<file path="src/design/bmp565_pkg.sv">
// Shared types and constants for the BMP 24-bit to RGB565 stream decoder.
// Used by the decoder core, the result queue and the top level; no dependencies.
package bmp565_pkg;

  typedef enum logic [2:0] {
    PH_HEADER,
    PH_SKIP,
    PH_PIXEL,
    PH_PAD,
    PH_DRAIN
  } phase_t;

  typedef enum logic [2:0] {
    KIND_PIXEL       = 3'd0,
    KIND_DONE        = 3'd1,
    KIND_OFFSCREEN   = 3'd2,
    KIND_NOT_BMP     = 3'd3,
    KIND_UNSUPPORTED = 3'd4,
    KIND_BAD_OFFSET  = 3'd5,
    KIND_TRUNCATED   = 3'd6
  } kind_t;

  typedef struct packed {
    logic [15:0] origin_x;
    logic [15:0] origin_y;
    logic [11:0] screen_width;
    logic [11:0] screen_height;
  } cfg_t;

  typedef struct packed {
    kind_t       kind;
    logic [15:0] pixel_color;
    logic [11:0] pixel_x;
    logic [11:0] pixel_y;
    logic        end_of_run;
  } result_t;

  localparam int CFG_IDX_W = 2;
  localparam logic [CFG_IDX_W-1:0] REG_ORIGIN_X      = 2'd0;
  localparam logic [CFG_IDX_W-1:0] REG_ORIGIN_Y      = 2'd1;
  localparam logic [CFG_IDX_W-1:0] REG_SCREEN_WIDTH  = 2'd2;
  localparam logic [CFG_IDX_W-1:0] REG_SCREEN_HEIGHT = 2'd3;

  localparam logic [31:0] BMP_SIGNATURE  = 32'h0000_4D42;
  localparam logic [31:0] BMP_PLANES     = 32'd1;
  localparam logic [31:0] BMP_BPP        = 32'd24;
  localparam logic [31:0] HEADER_END     = 32'd34;

  localparam int RES_DEPTH = 4;
  localparam int RES_AW    = $clog2(RES_DEPTH);

  function automatic result_t status_result(input kind_t k);
    result_t r;
    r             = '0;
    r.kind        = k;
    return r;
  endfunction

endpackage

</file>
<file path="src/design/bmp565_core.sv">
// Decoder core: header parsing, offset skip, pixel and padding tracking and
// RGB565 packing. Produces up to two results per byte. Depends on bmp565_pkg.
module bmp565_core
  import bmp565_pkg::*;
(
  input  logic       clk,
  input  logic       rst,
  input  logic       take,
  input  logic [7:0] file_byte,
  input  logic       last_byte,
  input  cfg_t       cfg,
  output logic [1:0] wr_count,
  output result_t    wr0,
  output result_t    wr1
);

  localparam logic [31:0] POS_SIG_END    = 32'd1;
  localparam logic [31:0] POS_OFFSET_END = 32'd13;
  localparam logic [31:0] POS_WIDTH_END  = 32'd21;
  localparam logic [31:0] POS_HEIGHT_END = 32'd25;
  localparam logic [31:0] POS_PLANES_END = 32'd27;
  localparam logic [31:0] POS_BPP_END    = 32'd29;
  localparam logic [31:0] POS_COMP_END   = 32'd33;

  phase_t      phase, phase_next;
  logic [31:0] byte_pos, byte_pos_next;
  logic [1:0]  field_idx, field_idx_next;
  logic [31:0] field_value, field_value_next;
  logic [31:0] data_offset, data_offset_next;
  logic [15:0] image_width, image_width_next;
  logic [15:0] image_height, image_height_next;
  logic [15:0] column_count, column_count_next;
  logic [15:0] row_count, row_count_next;
  logic [1:0]  pad_count, pad_count_next;
  logic [1:0]  triple_index, triple_index_next;
  logic [7:0]  blue_hold, blue_hold_next;
  logic [7:0]  green_hold, green_hold_next;

  logic        field_start;
  logic [1:0]  eff_idx;
  logic [31:0] field_acc;
  logic [31:0] pos_inc;
  logic        offscreen;
  logic [17:0] sx;
  logic [17:0] sy;
  logic [15:0] col_inc;
  logic [15:0] row_inc;
  logic        pix_emit;
  logic        stat_emit;
  kind_t       stat_kind;
  result_t     pix;
  result_t     stat;

  assign field_start = (byte_pos == 32'd0) || (byte_pos == 32'd2) || (byte_pos == 32'd6) ||
                       (byte_pos == 32'd10) || (byte_pos == 32'd14) ||
                       (byte_pos == 32'd18) || (byte_pos == 32'd22) ||
                       (byte_pos == 32'd26) || (byte_pos == 32'd28) || (byte_pos == 32'd30);
  assign eff_idx   = field_start ? 2'd0 : field_idx;
  assign field_acc = (field_start ? 32'd0 : field_value) |
                     ({24'd0, file_byte} << {eff_idx, 3'b000});
  assign pos_inc   = byte_pos + 32'd1;
  assign offscreen = ($signed({cfg.origin_x[15], cfg.origin_x}) >=
                      $signed({5'd0, cfg.screen_width})) ||
                     ($signed({cfg.origin_y[15], cfg.origin_y}) >=
                      $signed({5'd0, cfg.screen_height}));
  assign sx = {{2{cfg.origin_x[15]}}, cfg.origin_x} + {2'd0, column_count};
  assign sy = {{2{cfg.origin_y[15]}}, cfg.origin_y} + {2'd0, image_height} - 18'd1 -
              {2'd0, row_count};
  assign col_inc = column_count + 16'd1;
  assign row_inc = row_count + 16'd1;

  always_comb begin
    phase_next        = phase;
    byte_pos_next     = byte_pos;
    field_idx_next    = field_idx;
    field_value_next  = field_value;
    data_offset_next  = data_offset;
    image_width_next  = image_width;
    image_height_next = image_height;
    column_count_next = column_count;
    row_count_next    = row_count;
    pad_count_next    = pad_count;
    triple_index_next = triple_index;
    blue_hold_next    = blue_hold;
    green_hold_next   = green_hold;
    pix_emit          = 1'b0;
    stat_emit         = 1'b0;
    stat_kind         = KIND_DONE;
    pix               = '0;
    pix.kind          = KIND_PIXEL;
    pix.pixel_color   = {file_byte[7:3], green_hold[7:2], blue_hold[7:3]};
    pix.pixel_x       = sx[11:0];
    pix.pixel_y       = sy[11:0];

    unique case (phase)
      PH_HEADER: begin
        if ((byte_pos == 32'd0) && offscreen) begin
          stat_emit  = 1'b1;
          stat_kind  = KIND_OFFSCREEN;
          phase_next = PH_DRAIN;
        end else begin
          field_idx_next   = eff_idx + 2'd1;
          field_value_next = field_acc;
          unique case (byte_pos)
            POS_SIG_END: begin
              if (field_acc != BMP_SIGNATURE) begin
                stat_emit = 1'b1;
                stat_kind = KIND_NOT_BMP;
              end
            end
            POS_OFFSET_END: data_offset_next  = field_acc;
            POS_WIDTH_END:  image_width_next  = field_acc[15:0];
            POS_HEIGHT_END: image_height_next = field_acc[15:0];
            POS_PLANES_END: begin
              if (field_acc != BMP_PLANES) begin
                stat_emit = 1'b1;
                stat_kind = KIND_UNSUPPORTED;
              end
            end
            POS_BPP_END: begin
              if (field_acc != BMP_BPP) begin
                stat_emit = 1'b1;
                stat_kind = KIND_UNSUPPORTED;
              end
            end
            POS_COMP_END: begin
              if (field_acc != 32'd0) begin
                stat_emit = 1'b1;
                stat_kind = KIND_UNSUPPORTED;
              end else if (data_offset < HEADER_END) begin
                stat_emit = 1'b1;
                stat_kind = KIND_BAD_OFFSET;
              end
            end
            default: ;
          endcase
          if (stat_emit) begin
            phase_next = PH_DRAIN;
          end else begin
            byte_pos_next = pos_inc;
            if (pos_inc == HEADER_END) begin
              if (data_offset != HEADER_END) begin
                phase_next = PH_SKIP;
              end else if ((image_width == 16'd0) || (image_height == 16'd0)) begin
                stat_emit  = 1'b1;
                stat_kind  = KIND_DONE;
                phase_next = PH_DRAIN;
              end else begin
                phase_next        = PH_PIXEL;
                column_count_next = 16'd0;
                row_count_next    = 16'd0;
                triple_index_next = 2'd0;
              end
            end
          end
        end
      end
      PH_SKIP: begin
        byte_pos_next = pos_inc;
        if (pos_inc >= data_offset) begin
          if ((image_width == 16'd0) || (image_height == 16'd0)) begin
            stat_emit  = 1'b1;
            stat_kind  = KIND_DONE;
            phase_next = PH_DRAIN;
          end else begin
            phase_next        = PH_PIXEL;
            column_count_next = 16'd0;
            row_count_next    = 16'd0;
            triple_index_next = 2'd0;
          end
        end
      end
      PH_PIXEL: begin
        unique case (triple_index)
          2'd0: begin
            blue_hold_next    = file_byte;
            triple_index_next = 2'd1;
          end
          2'd1: begin
            green_hold_next   = file_byte;
            triple_index_next = 2'd2;
          end
          default: begin
            triple_index_next = 2'd0;
            pix_emit = !sx[17] && (sx[16:0] < {5'd0, cfg.screen_width}) &&
                       !sy[17] && (sy[16:0] < {5'd0, cfg.screen_height});
            column_count_next = col_inc;
            if (col_inc >= image_width) begin
              column_count_next = 16'd0;
              row_count_next    = row_inc;
              if (row_inc >= image_height) begin
                stat_emit  = 1'b1;
                stat_kind  = KIND_DONE;
                phase_next = PH_DRAIN;
              end else begin
                pad_count_next = image_width[1:0];
                if (image_width[1:0] != 2'd0) begin
                  phase_next = PH_PAD;
                end
              end
            end
          end
        endcase
      end
      PH_PAD: begin
        pad_count_next = pad_count - 2'd1;
        if (pad_count == 2'd1) begin
          phase_next = PH_PIXEL;
        end
      end
      PH_DRAIN: ;
      default: ;
    endcase

    if (last_byte) begin
      if (phase_next != PH_DRAIN) begin
        stat_emit = 1'b1;
        stat_kind = KIND_TRUNCATED;
      end
      phase_next        = PH_HEADER;
      byte_pos_next     = 32'd0;
      field_idx_next    = 2'd0;
      field_value_next  = 32'd0;
      data_offset_next  = 32'd0;
      image_width_next  = 16'd0;
      image_height_next = 16'd0;
      column_count_next = 16'd0;
      row_count_next    = 16'd0;
      pad_count_next    = 2'd0;
      triple_index_next = 2'd0;
      blue_hold_next    = 8'd0;
      green_hold_next   = 8'd0;
    end

    stat            = status_result(stat_kind);
    stat.end_of_run = 1'b1;
    pix.end_of_run  = !stat_emit;

    if (pix_emit) begin
      wr0      = pix;
      wr1      = stat;
      wr_count = stat_emit ? 2'd2 : 2'd1;
    end else begin
      wr0      = stat;
      wr1      = stat;
      wr_count = {1'b0, stat_emit};
    end
    if (!take) begin
      wr_count = 2'd0;
    end
  end

  always_ff @(posedge clk) begin
    if (rst) begin
      phase        <= PH_HEADER;
      byte_pos     <= 32'd0;
      field_idx    <= 2'd0;
      field_value  <= 32'd0;
      data_offset  <= 32'd0;
      image_width  <= 16'd0;
      image_height <= 16'd0;
      column_count <= 16'd0;
      row_count    <= 16'd0;
      pad_count    <= 2'd0;
      triple_index <= 2'd0;
      blue_hold    <= 8'd0;
      green_hold   <= 8'd0;
    end else if (take) begin
      phase        <= phase_next;
      byte_pos     <= byte_pos_next;
      field_idx    <= field_idx_next;
      field_value  <= field_value_next;
      data_offset  <= data_offset_next;
      image_width  <= image_width_next;
      image_height <= image_height_next;
      column_count <= column_count_next;
      row_count    <= row_count_next;
      pad_count    <= pad_count_next;
      triple_index <= triple_index_next;
      blue_hold    <= blue_hold_next;
      green_hold   <= green_hold_next;
    end
  end

endmodule

</file>
<file path="src/design/bmp565_res_fifo.sv">
// Result queue: takes up to two results per cycle and presents one per cycle
// to the output stream whenever that stream reads. Depends on bmp565_pkg.
module bmp565_res_fifo
  import bmp565_pkg::*;
(
  input  logic       clk,
  input  logic       rst,
  input  logic [1:0] wr_count,
  input  result_t    wr0,
  input  result_t    wr1,
  input  logic       rd,
  output logic       out_valid,
  output result_t    head,
  output logic       room
);

  result_t                mem [RES_DEPTH];
  logic [RES_AW-1:0]      wr_ptr;
  logic [RES_AW-1:0]      rd_ptr;
  logic [RES_AW:0]        count;
  logic [RES_AW:0]        count_next;
  logic                   pop;

  assign pop        = rd && out_valid;
  assign out_valid  = (count != '0);
  assign head       = mem[rd_ptr];
  assign room       = (count <= (RES_AW + 1)'(RES_DEPTH - 2));
  assign count_next = count + {{(RES_AW - 1){1'b0}}, wr_count} - {{RES_AW{1'b0}}, pop};

  always_ff @(posedge clk) begin
    if (wr_count != 2'd0) begin
      mem[wr_ptr] <= wr0;
    end
    if (wr_count == 2'd2) begin
      mem[RES_AW'(wr_ptr + 1'b1)] <= wr1;
    end
  end

  always_ff @(posedge clk) begin
    if (rst) begin
      wr_ptr <= '0;
      rd_ptr <= '0;
      count  <= '0;
    end else begin
      wr_ptr <= RES_AW'(wr_ptr + wr_count);
      if (pop) begin
        rd_ptr <= RES_AW'(rd_ptr + 1'b1);
      end
      count <= count_next;
    end
  end

endmodule

</file>
<file path="src/design/bmp24_to_rgb565_stream_decoder.sv">
// Accepts one BMP file byte per clock unless held back, and registers it
// before decoding. A byte is held back only while the four-entry result
// queue has fewer than two free entries, so the output side sets the
// sustained rate. Configuration comes from a plain write port; the user
// must write it between files to apply it to the next file; the block does
// not enforce this. Depends on bmp565_pkg, bmp565_core and bmp565_res_fifo.
module bmp24_to_rgb565_stream_decoder
  import bmp565_pkg::*;
(
  input  logic                 clk,
  input  logic                 rst,
  input  logic                 cfg_wr_en,
  input  logic [CFG_IDX_W-1:0] cfg_index,
  input  logic [15:0]          cfg_data,
  input  logic                 s_axis_tvalid,
  output logic                 s_axis_tready,
  input  logic [7:0]           s_axis_tdata,  // file_byte
  input  logic                 s_axis_tlast,  // last_byte
  output logic                 m_axis_tvalid,
  input  logic                 m_axis_tready,
  output logic [39:0]          m_axis_tdata,  // pixel_color, pixel_x, pixel_y
  output logic [2:0]           m_axis_tuser,  // kind
  output logic                 m_axis_tlast   // end_of_run
);

  cfg_t       cfg;
  logic       in_valid;
  logic [7:0] in_byte;
  logic       in_last;
  logic       room;
  logic       take;
  logic [1:0] wr_count;
  result_t    wr0;
  result_t    wr1;
  result_t    head;

  assign take          = in_valid && room;
  assign s_axis_tready = !in_valid || room;

  always_ff @(posedge clk) begin
    if (rst) begin
      cfg.origin_x      <= 16'd0;
      cfg.origin_y      <= 16'd0;
      cfg.screen_width  <= 12'd240;
      cfg.screen_height <= 12'd320;
    end else if (cfg_wr_en) begin
      unique case (cfg_index)
        REG_ORIGIN_X:      cfg.origin_x      <= cfg_data;
        REG_ORIGIN_Y:      cfg.origin_y      <= cfg_data;
        REG_SCREEN_WIDTH:  cfg.screen_width  <= cfg_data[11:0];
        REG_SCREEN_HEIGHT: cfg.screen_height <= cfg_data[11:0];
      endcase
    end
  end

  always_ff @(posedge clk) begin
    if (rst) begin
      in_valid <= 1'b0;
    end else if (s_axis_tvalid && s_axis_tready) begin
      in_valid <= 1'b1;
    end else if (take) begin
      in_valid <= 1'b0;
    end
  end

  always_ff @(posedge clk) begin
    if (s_axis_tvalid && s_axis_tready) begin
      in_byte <= s_axis_tdata;
      in_last <= s_axis_tlast;
    end
  end

  bmp565_core u_core (
    .clk       (clk),
    .rst       (rst),
    .take      (take),
    .file_byte (in_byte),
    .last_byte (in_last),
    .cfg       (cfg),
    .wr_count  (wr_count),
    .wr0       (wr0),
    .wr1       (wr1)
  );

  bmp565_res_fifo u_fifo (
    .clk       (clk),
    .rst       (rst),
    .wr_count  (wr_count),
    .wr0       (wr0),
    .wr1       (wr1),
    .rd        (m_axis_tready),
    .out_valid (m_axis_tvalid),
    .head      (head),
    .room      (room)
  );

  assign m_axis_tdata = {head.pixel_y, head.pixel_x, head.pixel_color};
  assign m_axis_tuser = head.kind;
  assign m_axis_tlast = head.end_of_run;

endmodule
</file>
<file path="config.mk">
export PLATFORM = sky130hd
export DESIGN_NAME = bmp24_to_rgb565_stream_decoder
export DESIGN_NICKNAME = d
export VERILOG_FILES = /design/src/design/bmp565_pkg.sv /design/src/design/bmp565_core.sv /design/src/design/bmp565_res_fifo.sv /design/src/design/bmp24_to_rgb565_stream_decoder.sv
export SDC_FILE = /design/constraint.sdc
export NUM_CORES = 1
export LEC_CHECK = 0
export BUFFER_PORTS_ARGS = -buffer_cell sky130_fd_sc_hd__buf_2
export CAP_MARGIN = 20
export CORE_ASPECT_RATIO = 0.9
export CORE_MARGIN = 8
export CORE_UTILIZATION = 40
export DETAILED_ROUTE_END_ITERATION = 10
export SYNTH_ARGS = -nofsm -noshare
export SYNTH_HDL_FRONTEND = slang
export SYNTH_SLANG_ARGS = --single-unit
</file>
<file path="constraint.sdc">
create_clock -name clk -period 15.31 [get_ports clk]
set_clock_uncertainty 0.2 [all_clocks]
set_input_delay 1.531 -clock clk [delete_from_list [all_inputs] [get_ports clk]]
set_output_delay 1.531 -clock clk [all_outputs]
set_load 0.1 [all_outputs]
</file>
### After elaboration in Yosys (flattened, before gate mapping)

Memories as Yosys holds them, arrays and structs flattened. A register that Yosys moved wholly into a read port is not among the register bits.
Index checks and enable logic that the tools add are counted.

| word-level totals | value |
|---|---|
| register bits after elaboration | 258 |
| input port bits | 32 |
| word-level logic and storage cells | 274 |
| memory bits (writable) | 176 |
| memories | 1 |
| output and inout port bits | 46 |

| operators by class | value |
|---|---|
| bitwise gates (word level) | 1 |
| eq/ne operators | 40 |
| reduce and logical (&&, ||, !) cells | 60 |
| add/subtract/negate cells | 14 |
| shift operators | 1 |
| $lt $le $gt $ge | 9 |
| multiplexer cells | 125 |

Memory list:

| name | words | bits a word | read ports | clocked after memory_dff | write ports | line | source |
|---|---|---|---|---|---|---|---|
| u_fifo.mem | 4 | 44 | 1 | 1 | 2 | bmp565_res_fifo.sv:17 | `result_t mem [RES_DEPTH];` |

Operators by type and width:

| cell | count |
|---|---|
| 16-bit 2-to-1 mux | 26 |
| 32-bit 2-to-1 mux | 11 |
| 32-bit by 5-bit == test with 1-bit output, second input constant | 9 |
| 32-bit by 4-bit == test with 1-bit output, second input constant | 3 |
| 16-bit one-hot mux with 3 select lines | 2 |
| 3-bit 2-to-1 mux | 24 |
| 32-bit by 6-bit == test with 1-bit output, second input constant | 2 |
| 32-bit one-hot mux with 2 select lines | 1 |
| 8-bit 2-to-1 mux | 6 |
| 44-bit 2-to-1 mux | 1 |
| 2-bit 2-to-1 mux | 21 |
| 16-bit by 17-bit adder with 18-bit output | 2 |
| 17-bit by 12-bit less-than comparator with 1-bit output | 2 |
| 16-bit by 1-bit adder with 16-bit output, second input constant | 2 |
| 32-bit by 1-bit adder with 32-bit output, second input constant | 1 |
| 32-bit by 1-bit == test with 1-bit output, second input constant | 1 |
| 32-bit by 2-bit == test with 1-bit output, second input constant | 1 |
| 32-bit by 3-bit == test with 1-bit output, second input constant | 1 |
| 16-bit by 13-bit greater-or-equal comparator with 1-bit output | 2 |
| 16-bit greater-or-equal comparator | 2 |
| 32-bit greater-or-equal comparator | 1 |
| 16-bit logical NOT | 2 |
| 32-bit logical NOT | 1 |
| 32-bit by 6-bit less-than comparator with 1-bit output, second input constant | 1 |
| 44 further kinds | 125 |

### Depth between registers and ports, before layout

| logic depth | value |
|---|---|
| depth after elaboration | 30 |
| mapped depth | 29 |
| gate-level depth less buffers | 28 |

### Modules after synthesis

A second synthesis with hierarchy kept.

| second synthesis, totals | value |
|---|---|
| cell total of the unflattened synthesis | 2721 |
| area, all modules | 27273.7 µm² |

Modules (own cells, without submodules):

| module | cells an instance | seq. area each (µm²) | times used | area each (µm²) |
|---|---|---|---|---|
| bmp565_core | 2019 | 3603.5 | 1 | 15690.0 |
| bmp565_res_fifo | 476 | 5465.2 | 1 | 8981.1 |
| bmp24_to_rgb565_stream_decoder | 226 | 1411.4 | 1 | 2602.5 |

### Worst setup path before layout

OpenSTA, ideal clock, no wires.

| path | value |
|---|---|
| path kind | flip-flop to flip-flop |
| start point | reg, netlist name cfg[25] |
| end point | mem u_fifo.mem[3][41] (netlist bit), data pin |
| data required time | 14843 ps |
| data arrival time | 5966 ps |
| setup slack | 8877 ps |
| buffers on the path | 1 |
| setup time | 267 ps |
| cell stages (with the launch flop) | 30 |
| period minus slack after synthesis | 6433 ps |
| path through | dfxtp_1 -> inv_1 -> fa_1 -> inv_1 -> ha_1 -> fa_1 -> a211oi_1 -> o21a_1 -> o21ai_0 -> a21oi_1 -> xor2_1 -> inv_1 -> ha_1 -> nand4_1 -> nor2_1 -> nor3_1 -> a31oi_1 -> nor4_1 -> nand3_1 -> or4_1 -> or4_1 -> nor4_1 -> ha_1 -> clkbuf_1 -> o21ai_0 -> nor2_1 -> a21oi_1 -> inv_1 -> o21ai_0 -> nor3b_1 |

RTL lines:

| item | line |
|---|---|
| end: declaration | bmp565_res_fifo.sv:17 |

==> metrics.md <==
| Metric | Value |
|---|---|
| Setup total negative slack | 0 ns |
| CTS clk-pin slew, worst paths | about 0.060 ns |
| Final setup margin | a little over 7 ns |
| First DRT Iteration DRCs | around 1,900 |
| WS Path Type | reg -> reg |
| Ratio of cells with drive above 1 in the final layout | a little under a tenth |
| Cells after DPL | 3,725 |
| CTS root buf | sky130_fd_sc_hd__clkbuf_16 |
| Fraction of the core area covered by cells at the end of the flow | between 40 and 50% |
| Highest metal layer with signal wires | met5 |
| Detailed-placement wirelength estimate | between 50 and 60 mm |
| Number of rows in the core area | 86 |
| Standard cell area after detailed placement | 25,700 sq um |
| Share of the synthesized area in the top cell type | between 30 and 40% |
| Longest Clk Path Bufs | 3 |
| Max stage delay on crit path | about 0.54 ns |
| Num CTS Buffers | roughly 50 |
| Area growth syn-to-layout | 10.5% |
| Via/cell ratio | 5.76 |
| Arrival time at the worst endpoint | around 8.2 ns |
| Result of the run | finished, final reports clean |
| Max VDD drop | approximately 0.11 mV |
| Final count of pins violating max slew | 0 |
| Wire length of the first global-routing pass | roughly 120 mm |
| Antenna diode count | 0 |
| Most common cell on crit path | sky130_fd_sc_hd__inv_1 |
| Number of iterations in the first detailed-routing pass | 6 |
| Number of clock sinks seen by CTS | approximately 430 |
| Met2 routed wirelength | around 33 mm |
| Synth Net Count | roughly 3,200 |
| Commonest register cell after synthesis | sky130_fd_sc_hd__dfxtp_1 |
| Final Cell Area | between 20,000 and 30,000 sq um |
| Count of endpoints failing setup in the final report | 0 |
| Post-Place Worst Slack | ~7.4 ns |
| Area leader, netlist | sky130_fd_sc_hd__dfxtp_1 |
| Max frequency | approximately 0.12 GHz |
| Routed length on met1 | between 30 and 40 mm |
| Share of flip-flops with an asynchronous set or reset after synthesis | 0% |
| Tcrit/Tclk final | 52.7% |
| Cell area after technology mapping | between 20,000 and 25,000 sq um |
| Number of max-capacitance violations reported | 0 |
| Height of the chip | about 250 um |
| Final weighted congestion of routability-driven global placement | roughly 0.91 |
| Final Routed Wirelength | between 70 and 80 mm |
| Leftover overflow at the end of global routing | 0 |
| Antenna-violating nets left | 0 |
| Mean Syn Cell Area | ~8.3 sq um |
| Commonest cells in the netlist | sky130_fd_sc_hd__nand2_1, sky130_fd_sc_hd__dfxtp_1, sky130_fd_sc_hd__nor2_1 |
| Unrepaired setup endpoints after global routing | false |
| Via count of the first global-routing pass | 21,000 |
| Path class of the lowest-slack min-delay path | reg -> reg |
| Areal power density over the cells | between 100 and 150 nW/um^2 |
| WL/cell | 19.6 um |
| CTS tree | done |
| Number of standard cells in the layout, taps in and fillers out | around 3,800 |
| Transition at the pin with the smallest max-transition slack | roughly 1.1 ns |
| Final nets | approximately 3,200 |
| Slew headroom | between 20% and 30% |
| Number of hold buffers added after cts | 0 |
| Gate Count Post-Synth | 3,001 |
| Maximum number of pins on one net before global-route repair | 106 |
| # DRC | 0 |
| Req. time, crit path | between 15 and 20 ns |
| Die ar. | 70,100 sq um |
| IO Port Bufs | 77 |
| Final Power | between 2 and 3 mW |
| WHS | 0.248 ns |
| Core Box Area | just over 60,000 sq um |
| Die extent in x | around 280 um |
| Initial standard-cell utilization of the core | between 40% and 50% |
| Yosys warning count | 0 |
| Final worst path period need | 8.07 ns |
| Count of state elements after synthesis | roughly 430 |
| Critical path peak fanout | between 40 and 50 |
| Hold violation total from the final report | 0 |
| Leakage component of the power | ~11 nW |
| Clock latency of the later-clocked register in the worst-skew pair | approximately 0.62 ns |
| Area contributors post-synth | sky130_fd_sc_hd__dfxtp_1, sky130_fd_sc_hd__ha_1, sky130_fd_sc_hd__nand2_1 |
| Metal3 WL | roughly 5.7 mm |
| Initial antenna violation count | 3 |
| Library cell contributing the largest single delay on the critical path | sky130_fd_sc_hd__fa_1 |
| Number of setup buffers added after CTS | 0 |
| Total of cells resized after clock tree synthesis | 0 |
| GRT Util Overall | between 20% and 30% |
| Synth cell types | 87 |
| Top-count cell post-synth | sky130_fd_sc_hd__nand2_1 |
| Count of flip-flops with a built-in enable after synthesis | 21 |
| Via total after detailed routing | ~22,000 |
| Top-level port count | 78 |
| H-Tree Level Count | 2 |
| Sort of element at the start of the critical path | register |
| Critical path endpoint category | register |
| Post-synthesis sequential area ratio | 35.7% |
## power breakdown
part	internal, mW	leakage (nW)	switching (mW)
Combinational	0.161	6.55	0.345
Clock	0.697	0.790	0.492
Sequential	1.16	3.52	0.0337
## critical path: cells and delay by family (launching register included)
| family | cells | cell delay, ns |
|---|---|---|
| flip-flops | 1 | 0.35 |
| buffers and inverters | 6 | 1.08 |
| AND/OR/NAND/NOR | 11 | 2.55 |
| AO/OA/AOI/OAI | 7 | 1.81 |
| adder cells (fa/ha/maj) | 5 | 1.79 |
## kinds of logic after synthesis
| kind of cell | count (synthesis) | share of synthesized area, % |
|---|---|---|
| flops | 431 | 35.7 |
| mux | 109 | 6.66 |
| compound gates | 696 | 17.8 |
| simple gates | 1130 | 21.3 |
| fa+ha+maj | 174 | 9.37 |
| buf+inv | 377 | 6.16 |
| xor+xnor | 84 | 2.97 |
## state kept, by name, indices dropped and copies added (netlist names), named ones only
| register | flops |
|---|---|
| u_core.column_count | 16 |
| u_core.phase | 3 |
| u_core.pad_count | 2 |
| in_last | 1 |
| u_core.image_width | 16 |
| u_core.green_hold | 6 |
| u_core.triple_index | 2 |
| u_core.field_value | 32 |
| u_core.row_count | 16 |
| cfg | 56 |
| u_fifo.wr_ptr | 2 |
| u_fifo.rd_ptr | 2 |
| u_core.data_offset | 32 |
| u_fifo.count | 3 |
| u_core.byte_pos | 32 |
| in_valid | 1 |
| u_core.image_height | 16 |
| u_core.field_idx | 2 |
| u_fifo.mem | 176 |
| in_byte | 8 |
| u_core.blue_hold | 5 |
## layout by cell type, fill, tap and decap left out, drive strengths merged, types with 53 or more instances in the layout
| cell type | instances |
|---|---|
| dfxtp | 410 |
| clkbuf | 72 |
| nor2 | 249 |
| o31ai | 83 |
| o21ai | 163 |
| nor3 | 53 |
| nand2 | 493 |
| buf | 114 |
| a21oi | 207 |
| mux2i | 58 |
| inv | 198 |
| ha | 155 |
| a22oi | 58 |
## path summary, 6_finish.rpt
path                            slack [ns]  cells past startpoint                          start                             to
worst max-delay path                  7.24                     29           cfg[25]$_SDFFE_PP0P_    u_fifo.mem[0][41]$_DFFE_PP_
worst min-delay path                  0.25                      2  u_fifo.mem[2][4]$_SDFFE_PP0P_  u_fifo.mem[2][4]$_SDFFE_PP0P_
worst max register to register        7.24                     29           cfg[25]$_SDFFE_PP0P_    u_fifo.mem[0][41]$_DFFE_PP_
worst min register to register        0.25                      2  u_fifo.mem[2][4]$_SDFFE_PP0P_  u_fifo.mem[2][4]$_SDFFE_PP0P_
## cell type report
cell class	instances	area, sq um
inverter	198	743
multi-input combinational	2193	14400
tap	792	991
timing repair buffer	114	718
clock buffer	72	1430
sequential	431	8840
fill	5985	33900
clock inverter	18	199
## routing by layer
metal	vias to the layer above	track usage, %
met2	732	32.3
li1	10600	-
met1	10600	28.5
met4	2	5.66
met3	110	3.96
met5	-	0
Note: power is estimated with default switching activity, not from simulation.
